==> src/sv/swm_pkg.sv <==
`timescale 1ns / 1ps
// ----------------------------------------------------------------------------
// swm_pkg
// Shared types and constants for the stack with minimum tracking: stack
// sizing, request and status codes, and the controller to datapath command
// and status structs.
// ----------------------------------------------------------------------------
package swm_pkg;

  // Stack sizing. Counts hold 0..STACK_DEPTH, indexes 0..STACK_DEPTH-1.
  localparam int STACK_DEPTH = 64;
  localparam int CNT_W       = $clog2(STACK_DEPTH + 1);
  localparam int IDX_W       = $clog2(STACK_DEPTH);

  // Port field widths.
  localparam int DATA_W = 32;
  localparam int REQ_W  = 2;
  localparam int OCC_W  = 7;
  localparam int STS_W  = 2;

  // Request codes. The unused code behaves as a peek.
  localparam logic [REQ_W-1:0] REQ_PUSH = 2'd0;
  localparam logic [REQ_W-1:0] REQ_POP  = 2'd1;
  localparam logic [REQ_W-1:0] REQ_PEEK = 2'd2;

  // Result status codes.
  typedef enum logic [STS_W-1:0] {
    ST_OK        = 2'd0,
    ST_UNDERFLOW = 2'd1,
    ST_OVERFLOW  = 2'd2
  } status_e;

  // Controller states.
  typedef enum logic [1:0] {
    S_IDLE,
    S_LOAD,
    S_RESP
  } state_e;

  // Datapath operations issued by the controller.
  typedef enum logic [2:0] {
    OP_NONE,
    OP_KEEP,
    OP_PUSH,
    OP_POP,
    OP_LOAD,
    OP_RESP
  } op_e;

  typedef struct packed {
    op_e     op;
    status_e status;
  } swm_cmd_t;

  typedef struct packed {
    logic full;
    logic empty;
  } swm_stat_t;

endpackage

==> src/sv/swm_ctrl.sv <==
`timescale 1ns / 1ps
// ----------------------------------------------------------------------------
// swm_ctrl
// Sequencer for the stack: accepts one request at a time, issues push, pop
// and refill operations to the datapath, and owns the result valid flag.
// ----------------------------------------------------------------------------
module swm_ctrl (
  input  logic                     clk_i,
  input  logic                     rst_ni,
  input  logic                     in_valid_i,
  output logic                     in_stall_o,
  input  logic [swm_pkg::REQ_W-1:0] req_type_i,
  output logic                     out_valid_o,
  input  logic                     out_stall_i,
  input  swm_pkg::swm_stat_t       stat_i,
  output swm_pkg::swm_cmd_t        cmd_o
);
  import swm_pkg::*;

  state_e state_q, state_d;
  logic   out_valid_q, out_valid_d;
  logic   accept;

  // State and result valid registers.
  always_ff @(posedge clk_i or negedge rst_ni) begin
    if (!rst_ni) begin
      state_q     <= S_IDLE;
      out_valid_q <= 1'b0;
    end else begin
      state_q     <= state_d;
      out_valid_q <= out_valid_d;
    end
  end

  // A new request is taken only once the previous result has left or is
  // leaving in this cycle.
  assign in_stall_o  = (state_q != S_IDLE) || (out_valid_q && out_stall_i);
  assign accept      = in_valid_i && !in_stall_o;
  assign out_valid_o = out_valid_q;

  // Next state and datapath commands.
  always_comb begin
    state_d       = state_q;
    out_valid_d   = out_valid_q && out_stall_i;
    cmd_o.op      = OP_NONE;
    cmd_o.status  = ST_OK;
    unique case (state_q)
      S_IDLE: begin
        if (accept) begin
          state_d = S_RESP;
          priority if (req_type_i == REQ_PUSH) begin
            if (stat_i.full) begin
              cmd_o.op     = OP_KEEP;
              cmd_o.status = ST_OVERFLOW;
            end else begin
              cmd_o.op = OP_PUSH;
            end
          end else if (req_type_i == REQ_POP) begin
            if (stat_i.empty) begin
              cmd_o.op     = OP_KEEP;
              cmd_o.status = ST_UNDERFLOW;
            end else begin
              cmd_o.op = OP_POP;
              state_d  = S_LOAD;
            end
          end else begin
            // Peek and the unused code leave the stack alone.
            cmd_o.op = OP_KEEP;
          end
        end
      end
      S_LOAD: begin
        // Memory read data for the new tops is available now.
        cmd_o.op = OP_LOAD;
        state_d  = S_RESP;
      end
      S_RESP: begin
        cmd_o.op    = OP_RESP;
        out_valid_d = 1'b1;
        state_d     = S_IDLE;
      end
      default: begin
        state_d = S_IDLE;
      end
    endcase
  end

endmodule

==> src/sv/swm_datapath.sv <==
`timescale 1ns / 1ps
// ----------------------------------------------------------------------------
// swm_datapath
// Value and minima stores with cached top registers, the stack counts and
// the result register.
// ----------------------------------------------------------------------------
module swm_datapath (
  input  logic                              clk_i,
  input  logic                              rst_ni,
  input  swm_pkg::swm_cmd_t                 cmd_i,
  output swm_pkg::swm_stat_t                stat_o,
  input  logic signed [swm_pkg::DATA_W-1:0] push_value_i,
  output logic signed [swm_pkg::DATA_W-1:0] top_value_o,
  output logic signed [swm_pkg::DATA_W-1:0] min_value_o,
  output logic                              is_empty_o,
  output logic [swm_pkg::OCC_W-1:0]         occupancy_o,
  output logic [swm_pkg::STS_W-1:0]         status_o
);
  import swm_pkg::*;

  logic [DATA_W-1:0] val_mem [STACK_DEPTH];
  logic [DATA_W-1:0] min_mem [STACK_DEPTH];

  logic [CNT_W-1:0]  cnt_q, cnt_d;
  logic [CNT_W-1:0]  mcnt_q, mcnt_d;
  logic [DATA_W-1:0] top_q, top_d;
  logic [DATA_W-1:0] mtop_q, mtop_d;
  status_e           status_q, status_d;
  logic [DATA_W-1:0] rd_val_q;
  logic [DATA_W-1:0] rd_min_q;

  logic              take_min;
  logic              drop_min;
  logic              val_we;
  logic              min_we;
  logic [IDX_W-1:0]  val_wr_idx;
  logic [IDX_W-1:0]  min_wr_idx;
  logic [CNT_W-1:0]  val_rd_cnt;
  logic [CNT_W-1:0]  min_rd_cnt;
  logic [IDX_W-1:0]  val_rd_idx;
  logic [IDX_W-1:0]  min_rd_idx;

  assign stat_o.full  = (cnt_q == CNT_W'(STACK_DEPTH));
  assign stat_o.empty = (cnt_q == '0);

  // A pushed value joins the minima when it is no greater than their top.
  assign take_min = (mcnt_q == '0) ||
                    ($signed(push_value_i) <= $signed(mtop_q));
  // A popped value leaves the minima when it equals their top.
  assign drop_min = (mcnt_q != '0) && (mtop_q == top_q);

  assign val_we     = (cmd_i.op == OP_PUSH);
  assign min_we     = val_we && take_min && (mcnt_q < CNT_W'(STACK_DEPTH));
  assign val_wr_idx = cnt_q[IDX_W-1:0];
  assign min_wr_idx = mcnt_q[IDX_W-1:0];

  // Read addresses for the entries that become the tops after a pop.
  assign val_rd_cnt = cnt_q - CNT_W'(2);
  assign min_rd_cnt = drop_min ? (mcnt_q - CNT_W'(2)) : (mcnt_q - CNT_W'(1));
  assign val_rd_idx = val_rd_cnt[IDX_W-1:0];
  assign min_rd_idx = min_rd_cnt[IDX_W-1:0];

  // Stores: one write port each, registered read.
  always_ff @(posedge clk_i) begin
    if (val_we) begin
      val_mem[val_wr_idx] <= push_value_i;
    end
    if (min_we) begin
      min_mem[min_wr_idx] <= push_value_i;
    end
    rd_val_q <= val_mem[val_rd_idx];
    rd_min_q <= min_mem[min_rd_idx];
  end

  // Counts, cached tops and request status.
  always_comb begin
    cnt_d    = cnt_q;
    mcnt_d   = mcnt_q;
    top_d    = top_q;
    mtop_d   = mtop_q;
    status_d = status_q;
    unique case (cmd_i.op)
      OP_KEEP: begin
        status_d = cmd_i.status;
      end
      OP_PUSH: begin
        status_d = ST_OK;
        cnt_d    = cnt_q + CNT_W'(1);
        top_d    = push_value_i;
        if (min_we) begin
          mcnt_d = mcnt_q + CNT_W'(1);
          mtop_d = push_value_i;
        end
      end
      OP_POP: begin
        status_d = ST_OK;
        cnt_d    = cnt_q - CNT_W'(1);
        if (drop_min) begin
          mcnt_d = mcnt_q - CNT_W'(1);
        end
      end
      OP_LOAD: begin
        top_d  = rd_val_q;
        mtop_d = rd_min_q;
      end
      default: begin
      end
    endcase
  end

  always_ff @(posedge clk_i or negedge rst_ni) begin
    if (!rst_ni) begin
      cnt_q    <= '0;
      mcnt_q   <= '0;
      status_q <= ST_OK;
    end else begin
      cnt_q    <= cnt_d;
      mcnt_q   <= mcnt_d;
      status_q <= status_d;
    end
  end

  always_ff @(posedge clk_i) begin
    top_q  <= top_d;
    mtop_q <= mtop_d;
  end

  // Result register, loaded once the stack has settled.
  always_ff @(posedge clk_i) begin
    if (cmd_i.op == OP_RESP) begin
      top_value_o <= (cnt_q == '0) ? '1 : top_q;
      min_value_o <= ((cnt_q == '0) || (mcnt_q == '0)) ? '1 : mtop_q;
      is_empty_o  <= (cnt_q == '0);
      occupancy_o <= OCC_W'(cnt_q);
      status_o    <= status_q;
    end
  end

endmodule

==> src/sv/stack_with_minimum_core.sv <==
`timescale 1ns / 1ps
// ----------------------------------------------------------------------------
// stack_with_minimum_core
// Bounded LIFO stack of signed 32-bit values that reports its current
// minimum with every request, using a second stack of minima.
//
//   Channel   Direction  Handshake               Payload
//   in        request    in_valid_i / in_stall_o  req_type_i, push_value_i
//   out       result     out_valid_o / out_stall_i top_value_o, min_value_o,
//                                                 is_empty_o, occupancy_o,
//                                                 status_o
//
// Push, peek and refused requests pass from acceptance to S_RESP, which
// loads the result register and raises the result valid; a pop first passes
// through S_LOAD, for the registered store read that refills the cached tops.
// One request is in flight at a time; the next is taken once back in S_IDLE.
// Reset clears both counts; the stores need no clearing pass.
// A stalled result holds off the next request until it is taken.
// ----------------------------------------------------------------------------
module stack_with_minimum_core (
  input  logic                              clk_i,
  input  logic                              rst_ni,
  input  logic                              in_valid_i,
  output logic                              in_stall_o,
  input  logic [swm_pkg::REQ_W-1:0]         req_type_i,
  input  logic signed [swm_pkg::DATA_W-1:0] push_value_i,
  output logic                              out_valid_o,
  input  logic                              out_stall_i,
  output logic signed [swm_pkg::DATA_W-1:0] top_value_o,
  output logic signed [swm_pkg::DATA_W-1:0] min_value_o,
  output logic                              is_empty_o,
  output logic [swm_pkg::OCC_W-1:0]         occupancy_o,
  output logic [swm_pkg::STS_W-1:0]         status_o
);
  import swm_pkg::*;

  swm_cmd_t  cmd;
  swm_stat_t stat;

  // Request sequencing.
  swm_ctrl u_ctrl (
    .clk_i       (clk_i),
    .rst_ni      (rst_ni),
    .in_valid_i  (in_valid_i),
    .in_stall_o  (in_stall_o),
    .req_type_i  (req_type_i),
    .out_valid_o (out_valid_o),
    .out_stall_i (out_stall_i),
    .stat_i      (stat),
    .cmd_o       (cmd)
  );

  // Stores, counts and result register.
  swm_datapath u_datapath (
    .clk_i        (clk_i),
    .rst_ni       (rst_ni),
    .cmd_i        (cmd),
    .stat_o       (stat),
    .push_value_i (push_value_i),
    .top_value_o  (top_value_o),
    .min_value_o  (min_value_o),
    .is_empty_o   (is_empty_o),
    .occupancy_o  (occupancy_o),
    .status_o     (status_o)
  );

endmodule

==> config.mk <==
export PLATFORM = sky130hd
export DESIGN_NAME = stack_with_minimum_core
export DESIGN_NICKNAME = d
export VERILOG_FILES = /design/src/sv/swm_pkg.sv /design/src/sv/swm_ctrl.sv /design/src/sv/swm_datapath.sv /design/src/sv/stack_with_minimum_core.sv
export SDC_FILE = /design/constraint.sdc
export NUM_CORES = 2
export LEC_CHECK = 0
export BUFFER_PORTS_ARGS = -buffer_cell sky130_fd_sc_hd__buf_2
export CORE_UTILIZATION = 35
export DETAILED_ROUTE_END_ITERATION = 7
export GPL_TIMING_DRIVEN = 0
export PLACE_DENSITY = 0.5
export SLEW_MARGIN = 20
export SYNTH_ARGS = -nofsm -noshare
export SYNTH_HDL_FRONTEND = slang
export SYNTH_SLANG_ARGS = --single-unit
==> constraint.sdc <==
create_clock -name clk_i -period 10.5 [get_ports clk_i]
set_input_delay 2.1 -clock clk_i [delete_from_list [all_inputs] [get_ports clk_i]]
set_output_delay 2.1 -clock clk_i [all_outputs]
set_load 0.01 [all_outputs]
After elaboration in Yosys (flattened, before gate mapping). Memories as Yosys holds them, arrays and structs flattened. A register that Yosys moved wholly into a read port is not among the register bits. Index checks and enable logic that the tools add are counted.

Order comparisons: 2. Mux-type cells: 29. Reduce and logical (&&, ||, !) cells: 21. Equality and inequality tests: 13. Add/sub/neg operators: 6. Bitwise operators: 0. Divide/modulo/power cells: 0. $mul: 0. Shift-type cells: 0.

Operators by type and width (count): 32-bit case mux with 2 select lines (2); 32-bit equality test (1); 32-bit <= comparator (1); 32-bit 2-to-1 mux (1); 7-bit case mux with 2 select lines (2); 2-bit 2-to-1 mux (9); 7-bit by 1-bit adder with 7-bit output (second input constant) (2); 7-bit zero test (2); 7-bit 2-to-1 mux (2); 7-bit by 1-bit subtractor with 7-bit output (second input constant) (2); 6-bit by 2-bit subtractor with 6-bit output (second input constant) (2); 5-bit 2-to-1 mux (2); 3-bit case mux with 3 select lines (1); 2-bit case mux with 2 select lines (2); 2-bit nonzero test (4); 7-bit equality test (second input constant) (1); 7-bit less-than comparator (second input constant) (1); 1-bit 2-to-1 mux (7); 7-bit nonzero test (1); 3-bit by 2-bit equality test with 1-bit output (second input constant) (2); 3-bit equality test (second input constant) (2); 6-bit 2-to-1 mux (1); 1-bit logical AND (5); 2-bit by 1-bit equality test with 1-bit output (second input constant) (2); 10 further kinds (14).

Latch bits: 0. Memory bits (read-only): 0. RAM bits: 4096. Input bits: 38. Memories: 2. Output and inout port bits: 76. Register bits after elaboration: 157.

Memories: u_datapath.min_mem (depth 64, width 32, rd ports 1, clocked after memory_dff 1, wr ports 1, line swm_datapath.sv:22) `logic [DATA_W-1:0] min_mem [STACK_DEPTH];`; u_datapath.val_mem (depth 64, width 32, rd ports 1, clocked after memory_dff 1, wr ports 1, line swm_datapath.sv:21) `logic [DATA_W-1:0] val_mem [STACK_DEPTH];`.

Logic depth before layout (Yosys ltp).
Depth in word-level cells: 11. Gate-level depth with buffers: 19.

Cells and area by module. A second synthesis with hierarchy kept.

Cell total of the unflattened synthesis: 10422. Area total of the unflattened synthesis: 177574.1 um^2.

By module, submodules not included: swm_datapath (cells each 10394, area an instance 177311.3 um^2, seq. area each 128823.6 um^2, instances 1); swm_ctrl (cells each 28, area an instance 262.8 um^2, seq. area each 75.1 um^2, instances 1).

Least setup slack after synthesis. No wires, ideal clock.

Kind: in2reg. Start: input port push_value_i[9] in the netlist's numbering. End: memory u_datapath.min_mem[26][0] (enable). Stages: 12. Arrival: 5.916 ns. Setup time: 0.421 ns. Required time: 10.079 ns. Path buffers: 1. Slack: 4.163 ns. Cell sequence: ha_1 > a21o_1 > a21o_1 > a21o_1 > a211oi_1 > o31a_1 > a2bb2oi_1 > a311oi_1 > nor4b_2 > buf_2 > nand3_1 > nor2_1.

Cells in the longest elaborated chain, start to end: 6.

Ends and longest elaborated chain: start, declared (line stack_with_minimum_core.sv:26) `input logic signed [swm_pkg::DATA_W-1:0] push_value_i,`; 32-bit <= comparator (line swm_datapath.sv:48) `($signed(push_value_i) <= $signed(mtop_q));`; 1-bit logical OR (line swm_datapath.sv:47) `assign take_min = (mcnt_q == '0) ||`; 1-bit logical AND (2 in a row) (line swm_datapath.sv:53) `assign min_we = val_we && take_min && (mcnt_q < CNT_W'(STACK_DEPTH));`; 1-bit 2-to-1 mux (line swm_datapath.sv:68) `if (min_we) begin`; 1-bit 2-to-1 mux (implied by the code) (line swm_datapath.sv:69) `min_mem[min_wr_idx] <= push_value_i;`; end, declared (line swm_datapath.sv:22).

No other way between the ends.

Final worst setup path.
Start: register u_datapath.cnt_q[1]. End: register u_datapath.rd_val_q[23] (read register of u_datapath.val_mem).

Cells in the longest elaborated chain, start to end: 1.

Ends and longest elaborated chain: start, declared (line swm_datapath.sv:24) `logic [CNT_W-1:0] cnt_q, cnt_d;`; start signal, assigned (line swm_datapath.sv:117) `cnt_q <= cnt_d;`; 6-bit by 2-bit subtractor with 6-bit output (line swm_datapath.sv:58) `assign val_rd_cnt = cnt_q - CNT_W'(2);`; end, declared (line swm_datapath.sv:29) `logic [DATA_W-1:0] rd_val_q;`.

No other way between the ends. A chain may end at the register's enable or synchronous reset.

==> impl_metrics.json <==
{
  "outcome": "finished clean",
  "end_kind": "flip-flop",
  "clockPowerShare_pct": 26.3,
  "antenna_found_initial": 80,
  "reg2reg_slack_ns": 1.46,
  "die-area_mm2": 0.5051,
  "reg2reg_to": "u_datapath.rd_val_q[23]",
  "dpl_cell_area_mm2": 0.1920,
  "dpl.hpwl_mm": 404.2,
  "fmax_mhz": 110.6,
  "final_common_cell": "edfxtp_1",
  "worst-path-max-fanout": 10,
  "track_usage_pct": 22.43,
  "num_io_pins": 114,
  "grt_pass1_vias": 95273,
  "slew_viol_final": 0,
  "cts-root-buf": "clkbuf_16",
  "drc": 0,
  "yosys_warnings": 0,
  "ys_ff_latch": 4317,
  "swShare_pct": 39.11,
  "arrival_ns": 9.81,
  "ys.flop_type": "edfxtp_1",
  "numPortBuffers": 113,
  "cts_setup_buffers": 0,
  "ys_top_cells_by_area": "edfxtp_1 72%, mux4_2 12%, mux2i_1 6.6%",
  "synth_edf_count": 4234,
  "cp_num_buf_inv": 9,
  "die_width_um": 710.7,
  "cts.repair.resized": 0,
  "syn-num-nets": 9294,
  "ys_seq_area_share_pct": 73.32,
  "crit_slowest_cell": "clkbuf_1",
  "cap_violations": 0,
  "crit_path_cell_trace": "clkbuf_1 > clkbuf_1 > clkbuf_1 > clkbuf_1 > inv_1 > ha_1 > clkbuf_2 > clkbuf_2 > clkbuf_2 > clkbuf_1 > mux4_2 > mux2i_1 > a21oi_1",
  "rows": 259,
  "overflow": 0,
  "fin_area_mm2": 0.2068,
  "gp_congestion": 0.9297,
  "setup.worst_path.class": "flip-flop to flip-flop",
  "drt-wirelength-per-cell_um": 34.05,
  "async_flop_share_pct": 0.4401,
  "crit_top_cell": "clkbuf_1",
  "cp_top_family": "buffers and inverters",
  "combPwrFrac_pct": 41.1,
  "drt_iter0_drc": 12972,
  "netSwitchingPower_mw": 23.73,
  "hold_class": "flip-flop to flip-flop",
  "cts_tree": "built",
  "reg2reg_depth": 13,
  "die_h_um": 710.7,
  "ys_types": 63,
  "drtAntennaViolNets": 0,
  "final_nets": 10103,
  "hold_path_depth": 2,
  "initial_core_util_pct": 35.25,
  "max_stage_delay_ns": 0.91,
  "grt_pass1_wl_mm": 788.8,
  "period_needed_ns": 9.040,
  "clk_pin_slew_worst_paths_ns": 0.06,
  "worst_pin_slew_ns": 1.359,
  "layout_common_cells": "4,234 x edfxtp_1, 1,152 x mux2i_1, 937 x nand2_1, 915 x mux4_2, 459 x clkbuf_16",
  "p_per_area_mw_per_mm2": 293.4,
  "rr_startpoint": "u_datapath.cnt_q[1]",
  "leakagePower_nw": 67.79,
  "drive_above_1_share_pct": 22.31,
  "via_count": 96258,
  "setup_violations": 0,
  "area_growth_pct": 17.60,
  "start_kind": "flip-flop",
  "htreeDepth": 5,
  "fin_tns_setup_ns": 0,
  "hp-start": "u_datapath.rd_min_q[28]",
  "dr.pass1.iters": 6,
  "maxSlewHeadroom_pct": 8.837,
  "worstPathRequired_ns": 11.27,
  "synth_top_area_share_pct": 72.32,
  "cts_buffers": 450,
  "fill_cells": 43801,
  "p_int_mw": 36.94,
  "syn-cell-area_mm2": 0.1758,
  "syn_avg_cell_area_um2": 19.11,
  "power_mw": 60.67,
  "peakVddDrop_v": 0.0002112,
  "cts.sinks": 4317,
  "clk-insertion-delay-late_ns": 1.06,
  "synth_top_area_cell": "edfxtp_1",
  "fin_util_pct": 41.46,
  "vias_per_cell": 5.635,
  "finalWirelength_mm": 581.8,
  "holdPathEnd": "u_datapath.mtop_q[28]",
  "rsz0062_at_grt": "false",
  "min_period_over_period_pct": 86.10,
  "p_seq_share_pct": 32.5,
  "max-clock-path-buffers": 4,
  "synth_cells": 9200,
  "ctsHoldBuffers": 0,
  "fp.coreArea_mm2": 0.4987,
  "grt_max_degree": 99,
  "skew_ns": 0.07049,
  "finalHoldViolCount": 0
}
## synth_stat cells (17+ instances only)
library cell,number
a211oi_1,17
a21o_1,17
a21oi_1,19
a31oi_1,199
a32oi_1,125
and3_1,64
buf_1,71
buf_2,120
clkbuf_1,364
dfrtp_1,19
dfxtp_1,64
edfxtp_1,4234
ha_1,55
inv_1,44
mux2i_1,1152
mux4_2,915
nand2_1,939
nand2b_1,67
nand3_1,154
nor2_1,147
o221ai_1,158
o31ai_1,33
or2_2,36
xnor2_1,19
xor2_1,37
## cells by family after synthesis
group	after synthesis	share of synthesized area, %
compound gates	608	2.618
xor+xnor	56	0.2790
fa+ha+maj	56	0.4028
buf+inv	617	1.452
flops	4317	73.32
mux	2073	18.33
simple gates	1473	3.605
## registers in the layout, summed over array words and instances (netlist names)
| name | cells |
|---|---|
| u_datapath.val_mem | 2048 |
| u_datapath.status_o | 2 |
| u_datapath.occupancy_o | 7 |
| u_datapath.is_empty_o | 1 |
| u_datapath.mcnt_q | 7 |
| u_datapath.min_mem | 2048 |
| u_datapath.mtop_q | 32 |
| u_datapath.cnt_q | 7 |
| u_datapath.top_value_o | 32 |
| u_datapath.rd_val_q | 32 |
| u_ctrl.state_q | 2 |
| u_datapath.min_value_o | 32 |
| u_ctrl.out_valid_o | 1 |
| u_datapath.rd_min_q | 32 |
| u_datapath.status_q | 2 |
| u_datapath.top_q | 32 |
## worst min-delay path, cell delays in order (launching register included)
cell and delay [ns]:
dfxtp_1 0.32, nand2_1 0.05, nand2_1 0.06
## how the worst max path moves through the flow
stage	startpoint	to	slack, ns	cells past startpoint
after global placement	push_value_i[17]	u_datapath.min_mem[13][11]	-2.55	13
final	u_datapath.cnt_q[1]	u_datapath.rd_val_q[23]	1.46	13
after CTS	u_datapath.cnt_q[1]	u_datapath.rd_val_q[23]	0.94	13
after global routing	u_datapath.cnt_q[1]	u_datapath.rd_val_q[23]	1.43	13
after detailed placement	u_datapath.cnt_q[1]	u_datapath.rd_val_q[23]	0.97	13
after floorplan	push_value_i[9]	u_datapath.min_mem[26][0]	4.16	12
## power by group through the flow
stage / Combinational, mW / Sequential (mW) / Clock, mW
finish: 25.0 / 19.7 / 16.0
global route: 25.5 / 19.8 / 16.8
CTS: 24.8 / 19.7 / 16.2
detailed placement: 24.7 / 20.1 / 0
global placement: 24.3 / 20.1 / 0
floorplan: 13.2 / 19.9 / 0
## layer usage
layer / up-vias / wire length, um / track usage, % / part of all wire [%]
li1: 39385 / - / - / -
met1: 51418 / 238000 / 30.77 / 41
met2: 4626 / 268900 / 35.59 / 46
met3: 815 / 50370 / 4.471 / 8.7
met4: 14 / 24420 / 8.053 / 4.2
met5: - / 97 / 0 / 0.017
## layout make-up
cell class,instances,area [um^2],area share (%)
clock buffers,545,11860,5.736
clock inverters,287,2703,1.307
diodes,39,97.59,0.04720
repair buffers,357,6789,3.284
multi-input cells,4266,45430,21.98
inverters,44,165.2,0.07988
well taps,6655,8327,4.027
flip-flops and latches,4317,128900,62.34
plain buffers,573,2481,1.200
## through the flow
| step | cells | hold WS, ns | worst slack (ns) |
|---|---|---|---|
| final | 17083 | 0.4891 | 1.460 |
| after global routing | 17045 | 0.5076 | 1.425 |
| after CTS | 17041 | 0.4852 | 0.9427 |
| after detailed placement | 16209 | 0.4597 | 0.9696 |
| after global placement | 15968 | 0.4779 | -2.554 |
| after floorplan | 9200 | 0.4245 | 4.163 |
(Power assumes the default switching activity.)
